==> config.mk <==
export PLATFORM = sky130hd
export DESIGN_NAME = xys_ram
export DESIGN_NICKNAME = d
export VERILOG_FILES = /design/src/hdl/xys_ram.sv
export SDC_FILE = /design/constraint.sdc
export NUM_CORES = 2
export LEC_CHECK = 0
export ABC_AREA = 1
export BUFFER_PORTS_ARGS = -buffer_cell sky130_fd_sc_hd__clkbuf_2
export CORE_MARGIN = 2
export CORE_UTILIZATION = 39
export DETAILED_ROUTE_END_ITERATION = 7
export SYNTH_ARGS = -nofsm -noshare
export SYNTH_HDL_FRONTEND = slang
export SYNTH_SLANG_ARGS = --single-unit
==> constraint.sdc <==
create_clock -name clk -period 4.65 [get_ports clk]
set_clock_uncertainty 0.15 [all_clocks]
set_input_delay 0.465 -clock clk [delete_from_list [all_inputs] [get_ports clk]]
set_output_delay 0.465 -clock clk [all_outputs]
set_load 0.01 [all_outputs]
==> src/hdl/xys_ram.sv <==
// ----------------------------------------------------------------------------
// xys_ram
// Generic simple dual-port RAM, one write port, one registered read port.
// ----------------------------------------------------------------------------
module xys_ram #(
    parameter int WIDTH  = 8,
    parameter int DEPTH  = 256,
    parameter int ADDR_W = $clog2(DEPTH)
) (
    input  logic              clk,
    input  logic              we,
    input  logic [ADDR_W-1:0] waddr,
    input  logic [WIDTH-1:0]  wdata,
    input  logic              re,
    input  logic [ADDR_W-1:0] raddr,
    output logic [WIDTH-1:0]  rdata
);

    logic [WIDTH-1:0] mem [DEPTH];

    always_ff @(posedge clk)
    begin
        if (we)
        begin
            mem[waddr] <= wdata;
        end
        if (re)
        begin
            rdata <= mem[raddr];
        end
    end

endmodule

=== Yosys cells after proc, flatten, opt, wreduce, memory -nomap -nowiden ===
Memories as Yosys holds them, arrays and structs flattened. A register that Yosys moved wholly into a read port is not among the register bits.
Index checks and enable logic that the tools add are counted.

* Flip-flop bits (word level): 0
* ROM bits: 0
* Memory bits (writable): 2048
* Memories kept: 1
* Word-level logic and storage cells: 3
* Output and inout bits: 8
* Bits in latches: 0

{| class="wikitable"
|+ Memories
! memory !! depth !! width !! read ports !! clocked after Yosys merged registers in !! write ports !! line !! text
|-
| mem || 256 || 8 || 1 || 1 || 1 || 19 || <nowiki>logic [WIDTH-1:0] mem [DEPTH];</nowiki>
|}

* Multipliers: 0
* Div/mod/pow operators: 0
* Add/sub/neg operators: 0
* Magnitude comparators: 0
* Reduce and logical (&&, ||, !) cells: 0
* Shift operators: 0
* Mux-type cells: 2
* Equal/unequal tests: 0
* Bitwise operators: 0

{| class="wikitable"
|+ Operators with widths
! cell !! count
|-
| $mux W1 || 2
|}

=== Depth between registers and ports, before layout ===
* Word-level depth: 2
* Mapped depth: 15

=== Worst setup path before layout ===
OpenSTA, ideal clock, no wires.

* Path kind: input to register
* Start: in we
* End: mem mem[162][0], enable pin
* Setup time: 0.370 ns
* Path buffers: 2
* Data required time: 4.130 ns
* Path slack: 2.544 ns
* Arrival time: 1.586 ns
* Cell stages on the path: 4
* Cells stage by stage: clkbuf_1 -> nand3_1 -> clkbuf_1 -> nor2_1

* Longest elaborated chain between the ends: 2

{| class="wikitable"
|+ RTL lines
! item !! line !! text
|-
| from (decl) || 11 || <nowiki>input logic we,</nowiki>
|-
| $mux W1 || 23 || <nowiki>if (we)</nowiki>
|-
| $mux W1 (implied by the code) || 25 || <nowiki>mem[waddr] <= wdata;</nowiki>
|-
| to (decl) || 19 ||
|}

Every way passes these cells.

==> insert_results.sql <==
INSERT INTO impl_metrics (metric_group, metric, value, unit) VALUES
('run_status', 'run_status', 'finished clean', ''),
('synthesis', 'synth_cell_types', '13', ''),
('global_route', 'gr-usage-all-layers', '21.24', '%'),
('worst_setup_path', 'reg2reg_depth', '10', ''),
('synthesis', 'synth_area_per_cell', '11.92', 'µm²'),
('worst_hold_path', 'hold_depth', '1', ''),
('place', 'dp.final_hpwl', '133700', 'µm'),
('synthesis', 'synth_edf_count', '2056', ''),
('synthesis', 'synth_seq_area_share', '73.96', '%'),
('floorplanning', 'design.die.area', '217800', 'µm²'),
('routing', 'initialDrtViolationCount', '6547', ''),
('floorplanning', 'start_util', '39.28', '%'),
('synthesis', 'synthesis.yosys.warnings', '0', ''),
('routing', 'drt_pass1_iterations', '8', ''),
('power_and_ir_drop', 'static-leakage-power', '31.76', 'nW'),
('synthesis', 'netlist_top_cells_count', '2123 x nand2_1, 2056 x edfxtp_1, 2019 x nand3_1', ''),
('floorplanning', 'fp.dieH', '466.6', 'µm'),
('cts', 'clk_latency', '0.86', 'ns'),
('synthesis', 'postSynth.topFlopCell', 'edfxtp_1', ''),
('worst_hold_path', 'timing.hold.worst.class', 'input pin to flop', ''),
('synthesis', 'synth_compound_area_share', '0', '%'),
('worst_setup_path', 'reg2reg_slack', '2.36', 'ns'),
('synthesis', 'netlist_instances', '7003', ''),
('worst_setup_path', 'crit_required', '5.20', 'ns'),
('global_route', 'grt_overflow_total', '0', ''),
('worst_setup_path', 'worstPathMaxFanout', '154', ''),
('worst_setup_path', 'setup.worst_path.end_class', 'flop', ''),
('synthesis', 'xor_xnor_share_of_the_synthesized_area', '0', '%'),
('worst_setup_path', 'reg2reg_end', 'rdata[7]', ''),
('final_layout', 'final_core_util', '43.70', '%'),
('worst_setup_path', 'crit_path_max_incr_delay', '0.42', 'ns'),
('place', 'gp_routability_congestion', '0.8381', ''),
('final_layout', 'drive_above_1_share', '6.461', '%'),
('timing', 'hold_violations', '0', ''),
('floorplanning', 'floorplan.rows', '169', ''),
('cts', 'cts_root_buf', 'clkbuf_16', ''),
('run', 'cap_violations', '0', ''),
('synthesis', 'synth_top_cell_area_share', '73.96', '%'),
('cts', 'postCtsSetupRepairBufs', '0', ''),
('power_and_ir_drop', 'power-per-cell-area', '417.9', 'nW/µm²'),
('synthesis', 'dominant_combinational_cell_family_by_area_after_synthesis', 'simple AND/OR/NAND/NOR gates', ''),
('worst_hold_path', 'worst_hold_startpoint', 'wdata[4]', ''),
('synthesis', 'synth-async-reset-ratio', '0', '%'),
('synthesis', 'post_synth_instance_area', '83480', 'µm²'),
('cts', 'clk_pin_slew', '0.06', 'ns'),
('cts', 'cts-buffers-inserted', '207', ''),
('worst_setup_path', 'setup.worst_path.class', 'input pin to flop', ''),
('final_layout', 'area.growth.synth_to_final', '11.26', '%'),
('cts', 'htreeDepth', '4', ''),
('worst_setup_path', 'timing.critical_path.from', 'raddr[0]', ''),
('global_route', 'vias_in_the_first_global_route', '51630', ''),
('routing', 'route.detailed.wl_per_inst', '23.73', 'µm'),
('timing', 'final.min_clock_period', '2.926', 'ns'),
('cts', 'cts.path.max_buffers', '3', ''),
('global_route', 'grt_max_degree', '156', ''),
('synthesis', 'post_synth_and_or_nand_nor_area_fraction', '22.92', '%'),
('cts', 'cts_resized', '0', ''),
('timing', 'final_min_period_over_clock_period', '62.93', '%'),
('timing', 'maxSlewViolCount', '0', ''),
('cts', 'cts_tree', 'yes', ''),
('worst_setup_path', 'worstPathArrival', '3.48', 'ns'),
('timing', 'setup-violations-final', '0', ''),
('worst_setup_path', 'start_kind', 'input pin', ''),
('power_and_ir_drop', 'max_ir_drop_vdd', '0.4360', 'mV'),
('worst_setup_path', 'critical_path.n_buffers_inverters', '4', ''),
('synthesis', 'post_synth_net_total', '7030', ''),
('timing', 'fmaxAchievable', '0.3417', 'GHz'),
('timing', 'setup_repair_after_global_routing_missed_its_margin', 'no', ''),
('worst_setup_path', 'critPathTopFamily', 'simple AND/OR/NAND/NOR gates', ''),
('routing', 'number_of_drc_violations_after_detailed_routing', '0', ''),
('synthesis', 'synth.area.top_cells', 'edfxtp_1 74%, nand3_1 12%, nand2_1 9.5%, buf_2 1.6%, nor2_1 1.3%', '');
## report_power, final
group / internal [mW] / switching (mW) / leakage [nW] / total (mW)
Clock: 8.93 / 7.05 / 3.13 / 16.0
Sequential: 20.4 / 0.0209 / 18.5 / 20.5
Combinational: 0.552 / 1.81 / 10.1 / 2.36
Total: 29.9 / 8.88 / 31.8 / 38.8
## worst max-delay path by stage
stage	endpoint	slack [ns]	cells past startpoint
6_report	rdata[4]	1.72	14
3_3_place_gp	rdata[4]	0.91	14
2_1_floorplan	mem[162][0]	2.54	4
4_1_cts	rdata[4]	1.78	14
3_5_place_dp	rdata[4]	0.89	14
5_1_grt	rdata[4]	1.63	14
## layout by cell type, fill, tap and decap left out
cell type	n
buf_4	109
clkinv_4	2
bufinv_16	12
clkinv_1	66
clkbuf_16	210
buf_8	11
nand2_1	2119
nand3_1	2019
inv_1	34
inv_16	3
buf_12	37
clkinv_2	33
clkbuf_2	21
clkinv_8	5
inv_6	4
nand2_2	4
inv_2	1
inv_8	2
inv_4	1
edfxtp_1	2056
nor2_1	283
dlygate4sd3_1	3
clkinvlp_4	3
clkbuf_1	51
diode_2	1
## worst reg2reg max path, delay by kind of cell (launching register included)
| kind | cells | cell delay (ns) |
|---|---|---|
| DFF | 1 | 0.36 |
| and+or+nand+nor | 10 | 1.54 |
## metal layers
layer,vias up,track usage [%],wire length [µm]
li1,24710,-,-
met1,26890,29.24,95690
met2,2492,34.30,111700
met3,434,3.362,19610
met4,2,7.247,8128
met5,-,0,12
## through the flow
step                worst slack, ns  cell area, µm²  power, mW  hold WS [ns]  cells
floorplan                     2.544           83480      22.11        0.4139   7003
global placement             0.9059           86420      23.17        0.8649   9519
detailed placement           0.8923           86420      23.19        0.8608   9519
CTS                           1.782           92870      38.95       0.02723   9910
global route                  1.629           92870      39.84       0.02891   9911
finish                        1.724           92870      38.81       0.01680   9911
## logic make-up after synthesis
kind of cell | after synthesis
AND/OR/NAND/NOR | 4425
flip-flops | 2056
buffers and inverters | 522
## state kept, by name, summed over array words and instances (netlist names)
signal / cells
rdata: 8
mem: 2048
## layout make-up
class,count,area (µm²)
sequential,2056,61740
timing repair buffer,181,1859
fill,19330,119600
tap,2821,3530
clock inverter,127,969.7
antenna,1,2.502
clock buffer,261,5446
multi-input combinational,4425,19150
inverter,39,180.2
(Power assumes the default switching activity.)
