<file path="src/hdl/xys_pkg.sv">
// ----------------------------------------------------------------------------
// xys_pkg
// Shared types and constants for the XY scope image scanner.
// ----------------------------------------------------------------------------
package xys_pkg;

    localparam int ACTION_W   = 3;
    localparam int PADDR_W    = 13;
    localparam int PIXEL_W    = 8;
    localparam int SAMPLE_W   = 16;
    localparam int CFG_IDX_W  = 1;
    localparam int CFG_DATA_W = 8;
    localparam int ZOOM_W     = 2;

    localparam int IMAGE_WIDTH_DEF  = 80;
    localparam int IMAGE_HEIGHT_DEF = 80;
    localparam int MAX_ZOOM_DEF     = 3;

    localparam logic [CFG_IDX_W-1:0] REG_THRESHOLD     = 1'b0;
    localparam logic [CFG_IDX_W-1:0] REG_IMAGE_PRESENT = 1'b1;

    localparam logic [PIXEL_W-1:0] THRESHOLD_RESET = 8'd200;

    // reciprocal scaling: floor(d*2^16/span) == (d*ceil(2^30/span)) >> 14
    localparam int RECIP_SHIFT = 30;
    localparam int RECIP_W     = 30;

    localparam int                  SAT_LIMIT   = 65535;
    localparam logic [SAMPLE_W-1:0] SAMPLE_MAX  = 16'h7FFF;
    localparam logic [SAMPLE_W-1:0] SAMPLE_BIAS = 16'h8000;

    typedef enum logic [ACTION_W-1:0] {
        ACT_TICK     = 3'd0,
        ACT_LOAD     = 3'd1,
        ACT_ZOOM_IN  = 3'd2,
        ACT_ZOOM_OUT = 3'd3,
        ACT_UP       = 3'd4,
        ACT_LEFT     = 3'd5,
        ACT_DOWN     = 3'd6,
        ACT_RIGHT    = 3'd7
    } action_t;

    typedef enum logic {
        S_IDLE   = 1'b0,
        S_UPDATE = 1'b1
    } state_t;

endpackage

</file>
<file path="src/hdl/xys_norm.sv">
// ----------------------------------------------------------------------------
// xys_norm
// Scan offset inside the window to signed Q1.15, saturating at +1.
// ----------------------------------------------------------------------------
module xys_norm #(
    parameter int CRD_W = 8,
    parameter int WIN_W = 7
) (
    input  logic [CRD_W-1:0]               pos,
    input  logic [WIN_W-1:0]               win,
    input  logic [xys_pkg::RECIP_W-1:0]    recip,
    output logic [xys_pkg::SAMPLE_W-1:0]   sample
);

    localparam int PROD_W = CRD_W + xys_pkg::RECIP_W;
    localparam int Q_LO   = xys_pkg::RECIP_SHIFT - xys_pkg::SAMPLE_W;
    localparam int Q_W    = PROD_W - Q_LO;

    logic [CRD_W-1:0]  win_e;
    logic [CRD_W-1:0]  offs;
    logic [PROD_W-1:0] prod;
    logic [Q_W-1:0]    quot;

    assign win_e = CRD_W'(win);
    assign offs  = (pos > win_e) ? pos - win_e : '0;
    assign prod  = PROD_W'(offs) * PROD_W'(recip);
    assign quot  = prod[PROD_W-1:Q_LO];

    assign sample = (quot >= Q_W'(xys_pkg::SAT_LIMIT)) ? xys_pkg::SAMPLE_MAX
                  : quot[xys_pkg::SAMPLE_W-1:0] ^ xys_pkg::SAMPLE_BIAS;

endmodule

</file>
<file path="config.mk">
export PLATFORM = sky130hd
export DESIGN_NAME = xys_norm
export DESIGN_NICKNAME = d
export VERILOG_FILES = /design/src/hdl/xys_pkg.sv /design/src/hdl/xys_norm.sv
export SDC_FILE = /design/constraint.sdc
export NUM_CORES = 1
export LEC_CHECK = 0
export BUFFER_PORTS_ARGS = -buffer_cell sky130_fd_sc_hd__buf_2
export CAP_MARGIN = 20
export CORE_MARGIN = 3
export CORE_UTILIZATION = 58
export DETAILED_ROUTE_END_ITERATION = 12
export PLACE_DENSITY = 0.82
export SYNTH_ARGS = -nofsm -noshare
export SYNTH_HDL_FRONTEND = slang
export SYNTH_SLANG_ARGS = --single-unit
</file>
<file path="constraint.sdc">
create_clock -name vclk -period 9.8
set_input_delay 0.49 -clock vclk [all_inputs]
set_output_delay 0.49 -clock vclk [all_outputs]
set_load 0.01 [all_outputs]
</file>
* Word level (Yosys, flattened, before mapping)
Cells that the tools add are included.
Storage, ports and cells: word-level logic and storage cells 7, flip-flop bits (word level) 0, bits of input ports 45
Operators by class: muxes and demuxes 2, multiply operators 1, magnitude comparators 2, add/sub/neg operators 1, bitwise gates (word level) 1
Operators with widths (number):
- multiplier 8 x 30 -> 38 bit | 1
- greater-or-equal comparator 24 x 16 -> 1 bit, second input constant | 1
- two-way mux 16 bit | 1
- > comparator 8 x 7 -> 1 bit | 1
- two-way mux 8 bit | 1
- subtractor 8 x 7 -> 8 bit | 1
- inverter 1 bit | 1

* Longest topological paths before layout
word-level depth 5, gate-level depth with buffers 32, gate-level depth less buffers 29

* Worst setup path before layout
Ideal clock, no wire load.
path type input port to output port, start point input port win[1], end point output port sample[10] (netlist bit), stages on the path 29, arrival time 7129 ps, path buffers 2, path slack 2181 ps, cells stage by stage inv_1 -> ha_1 -> nor2b_1 -> o21ai_0 -> a21boi_0 -> o21ai_0 -> a21boi_0 -> o21a_1 -> or3_1 -> a21oi_1 -> clkbuf_1 -> and2_1 -> fa_1 -> fa_1 -> fa_1 -> inv_1 -> fa_1 -> inv_1 -> ha_1 -> a21o_1 -> a21o_1 -> a221o_1 -> a31oi_4 -> a21oi_2 -> a2111oi_4 -> a311oi_1 -> nor4_4 -> buf_6 -> nand3_2
Between the ends: longest elaborated chain between the ends 5, elaborated cells on any way between the ends 6, those cells by class add/sub (1); mul (1); order compare (2); mux (2)
Ends and longest elaborated chain:
- start, declared | RTL line xys_norm.sv:10 | input logic [WIN_W-1:0] win,
- subtractor 8 x 7 -> 8 bit / > comparator 8 x 7 -> 1 bit (equally long branches) | RTL line xys_norm.sv:25 | assign offs = (pos > win_e) ? pos - win_e : '0;
- two-way mux 8 bit (*) | RTL line xys_norm.sv:25
- multiplier 8 x 30 -> 38 bit (*) | RTL line xys_norm.sv:26 | assign prod = PROD_W'(offs) * PROD_W'(recip);
- greater-or-equal comparator 24 x 16 -> 1 bit | RTL line xys_norm.sv:29 | assign sample = (quot >= Q_W'(xys_pkg::SAT_LIMIT)) ? xys_pkg::SAMPLE_MAX
- two-way mux 16 bit (*) | RTL line xys_norm.sv:29
- end, declared | RTL line xys_norm.sv:12 | output logic [xys_pkg::SAMPLE_W-1:0] sample
Every way passes the cells marked *; elsewhere a longest branch is shown, timed or not.

* Worst setup path after layout
start point input port pos[0], end point output port sample[9] (netlist bit)
Between the ends: longest elaborated chain between the ends 5, elaborated cells on any way between the ends 6, those cells by class add/sub (1); mul (1); order compare (2); mux (2)
Ends and longest elaborated chain:
- start, declared | RTL line xys_norm.sv:9 | input logic [CRD_W-1:0] pos,
- subtractor 8 x 7 -> 8 bit / > comparator 8 x 7 -> 1 bit (equally long branches) | RTL line xys_norm.sv:25
- two-way mux 8 bit (*) | RTL line xys_norm.sv:25
- multiplier 8 x 30 -> 38 bit (*) | RTL line xys_norm.sv:26
- greater-or-equal comparator 24 x 16 -> 1 bit | RTL line xys_norm.sv:29
- two-way mux 16 bit (*) | RTL line xys_norm.sv:29
Marked as above.

==> impl_metrics.py <==
metrics = {
    "timing": {
        "setup_viol": 0,
        "finalCriticalPeriod_ns": 8.83,
        "fin_tns_setup_ns": 0,
        "hold_viol": 0,
        "slew_viol_final": 0,
        "slew_headroom": 0.513,
        "fmax_mhz": 113,
        "fin_crit_sh": 0.901,
        "rsz0062_at_grt": "no",
        "fin_ws_ns": 0.969,
        "worst_pin_slew_ns": 0.731,
    },
    "synthesis": {
        "syn_area_per_cell_um2": 8.40,
        "netlist.area_leader.share": 0.413,
        "synthCells": 969,
        "synth_area_leaders": "fa_1, and2_1, ha_1, inv_1, nand2_1",
        "synth_fa_ha_area_frac": 0.509,
        "synth_xor_area_frac": 0.0269,
        "ys.warnings.count": 0,
        "yosys-top-cells-count": "and2_1, fa_1, inv_1, nand2_1, ha_1",
        "synth_nets": 1244,
        "yosys.area_share.simple": 0.253,
        "synth.most_common_cell": "and2_1",
        "synth_compound_area_frac": 0.115,
        "synth.distinct_cells": 61,
        "yosysTopAreaCell": "fa_1",
        "synthesis.area_um2": 8140,
        "synth_top_family_by_area": "adder cells",
        "muxShareOfSynthArea": 0,
        "ys_seq_area_frac": 0,
    },
    "die": {
        "io_pins": 61,
        "core_um2": 13500,
        "rows": 42,
        "start_util": 0.603,
        "dieArea_um2": 15500,
        "die_w_um": 124,
        "die_h_um": 124,
    },
    "critical_path": {
        "crit_fanout": 19,
        "critPathArrivalTime_ns": 8.34,
        "crit_cells": 28,
        "critPathCaptureType": "primary output",
        "path_class": "in2out",
        "cpMostUsedCell": "fa_1",
        "required_ns": 9.31,
        "crit_buf_inv": 7,
        "crit_family": "adder cells",
        "critPathLaunchType": "input port",
        "crit_slowest_cell": "nor4_4",
        "slowest_delay_ns": 0.61,
    },
    "global_route": {
        "overflow": 0,
        "grt_usage": 0.263,
        "grt_max_degree": 31,
        "grt_pass1_wl_um": 34500,
        "grt_antenna_before_repair": 0,
        "first_global_vias": 7203,
    },
    "cells_and_area": {
        "regArea_um2": 0,
        "fillers": 1205,
        "antennaDiodeCount": 0,
        "n_clock_buffer": 0,
        "flops_and_latches": 0,
        "drive_gt1_frac": 0.105,
        "fin_nets": 1282,
        "area_growth_pct": 6.01,
        "finalInstanceArea_um2": 8630,
    },
    "hold_path": {
        "hold_depth": 8,
        "hold_path.class": "in2out",
    },
    "cts": {
        "cts_hold_buf": 0,
        "cts.repair.resized": 0,
        "post_cts_buffers": 0,
    },
    "status": {
        "outcome": "completed",
    },
    "placement": {
        "io_buffers": 61,
        "dp_hpwl_um": 16300,
        "place.gp.congestion": 0.918,
        "dp_slack_ns": 1.09,
        "dpl-instance-area_um2": 8630,
    },
    "routing": {
        "post_drt_via_cell_ratio": 5.75,
        "wl_per_cell_um": 16.7,
        "drt_wl_total_um": 19700,
        "drt_iter0_drc": 398,
        "drc": 0,
        "ant_nets": 0,
        "routed-via-count": 6785,
        "drtPass1Iterations": 5,
    },
    "job": {
        "drv_cap": 0,
    },
}
[final timing paths]
path / from / to / slack (ns)
worst min-delay path: pos[7] / sample[1] / 2.00
worst max-delay path: pos[0] / sample[9] / 0.97
[cell type report]
class | instances | area, µm² | area share
multi-input cells | 764 | 7380 | 0.855
inverters | 167 | 627 | 0.0727
well taps | 176 | 220 | 0.0255
repair buffers | 74 | 403 | 0.0467
[routing by layer]
layer | GRT usage | wire (µm) | vias to the layer above
met2 | 0.470 | 9960 | 224
met4 | 0.0380 | 265 | 0
met1 | 0.363 | 8340 | 3418
met5 | 0 | 0 | -
met3 | 0.0154 | 1130 | 28
li1 | - | - | 3115
[per-stage QoR]
stage / hold slack [ns] / instances / utilization
6_report: 2.00 / 1181 / 0.639
5_1_grt: 2.08 / 1181 / 0.639
4_1_cts: 1.99 / 1181 / 0.639
3_5_place_dp: 1.99 / 1181 / 0.639
3_3_place_gp: 1.97 / 1181 / 0.639
2_1_floorplan: 1.58 / 969 / -
[cells in the final DEF (no fill, tap or decap), types with 13 or more instances in the layout]
cell and n:
a21o_1 13, a21oi_1 46, and2_1 178, buf_2 61
buf_4 13, fa_1 168, ha_1 62, inv_1 167
nand2_1 103, nor2_1 23, o21ai_0 22, xnor2_1 14
[kinds of logic (layout without fill, tap and decap cells)]
| kind of cell | count (synthesis) | after routing |
|---|---|---|
| AO/OA/AOI/OAI | 135 | 135 |
| XOR/XNOR | 25 | 25 |
| adder cells (fa/ha/maj) | 230 | 230 |
| buffers and inverters | 205 | 241 |
| AND/OR/NAND/NOR | 374 | 374 |
Power is left out: the tool's default activity adds up to more than one toggle a clock period on the data nets, which glitch-free logic cannot reach.
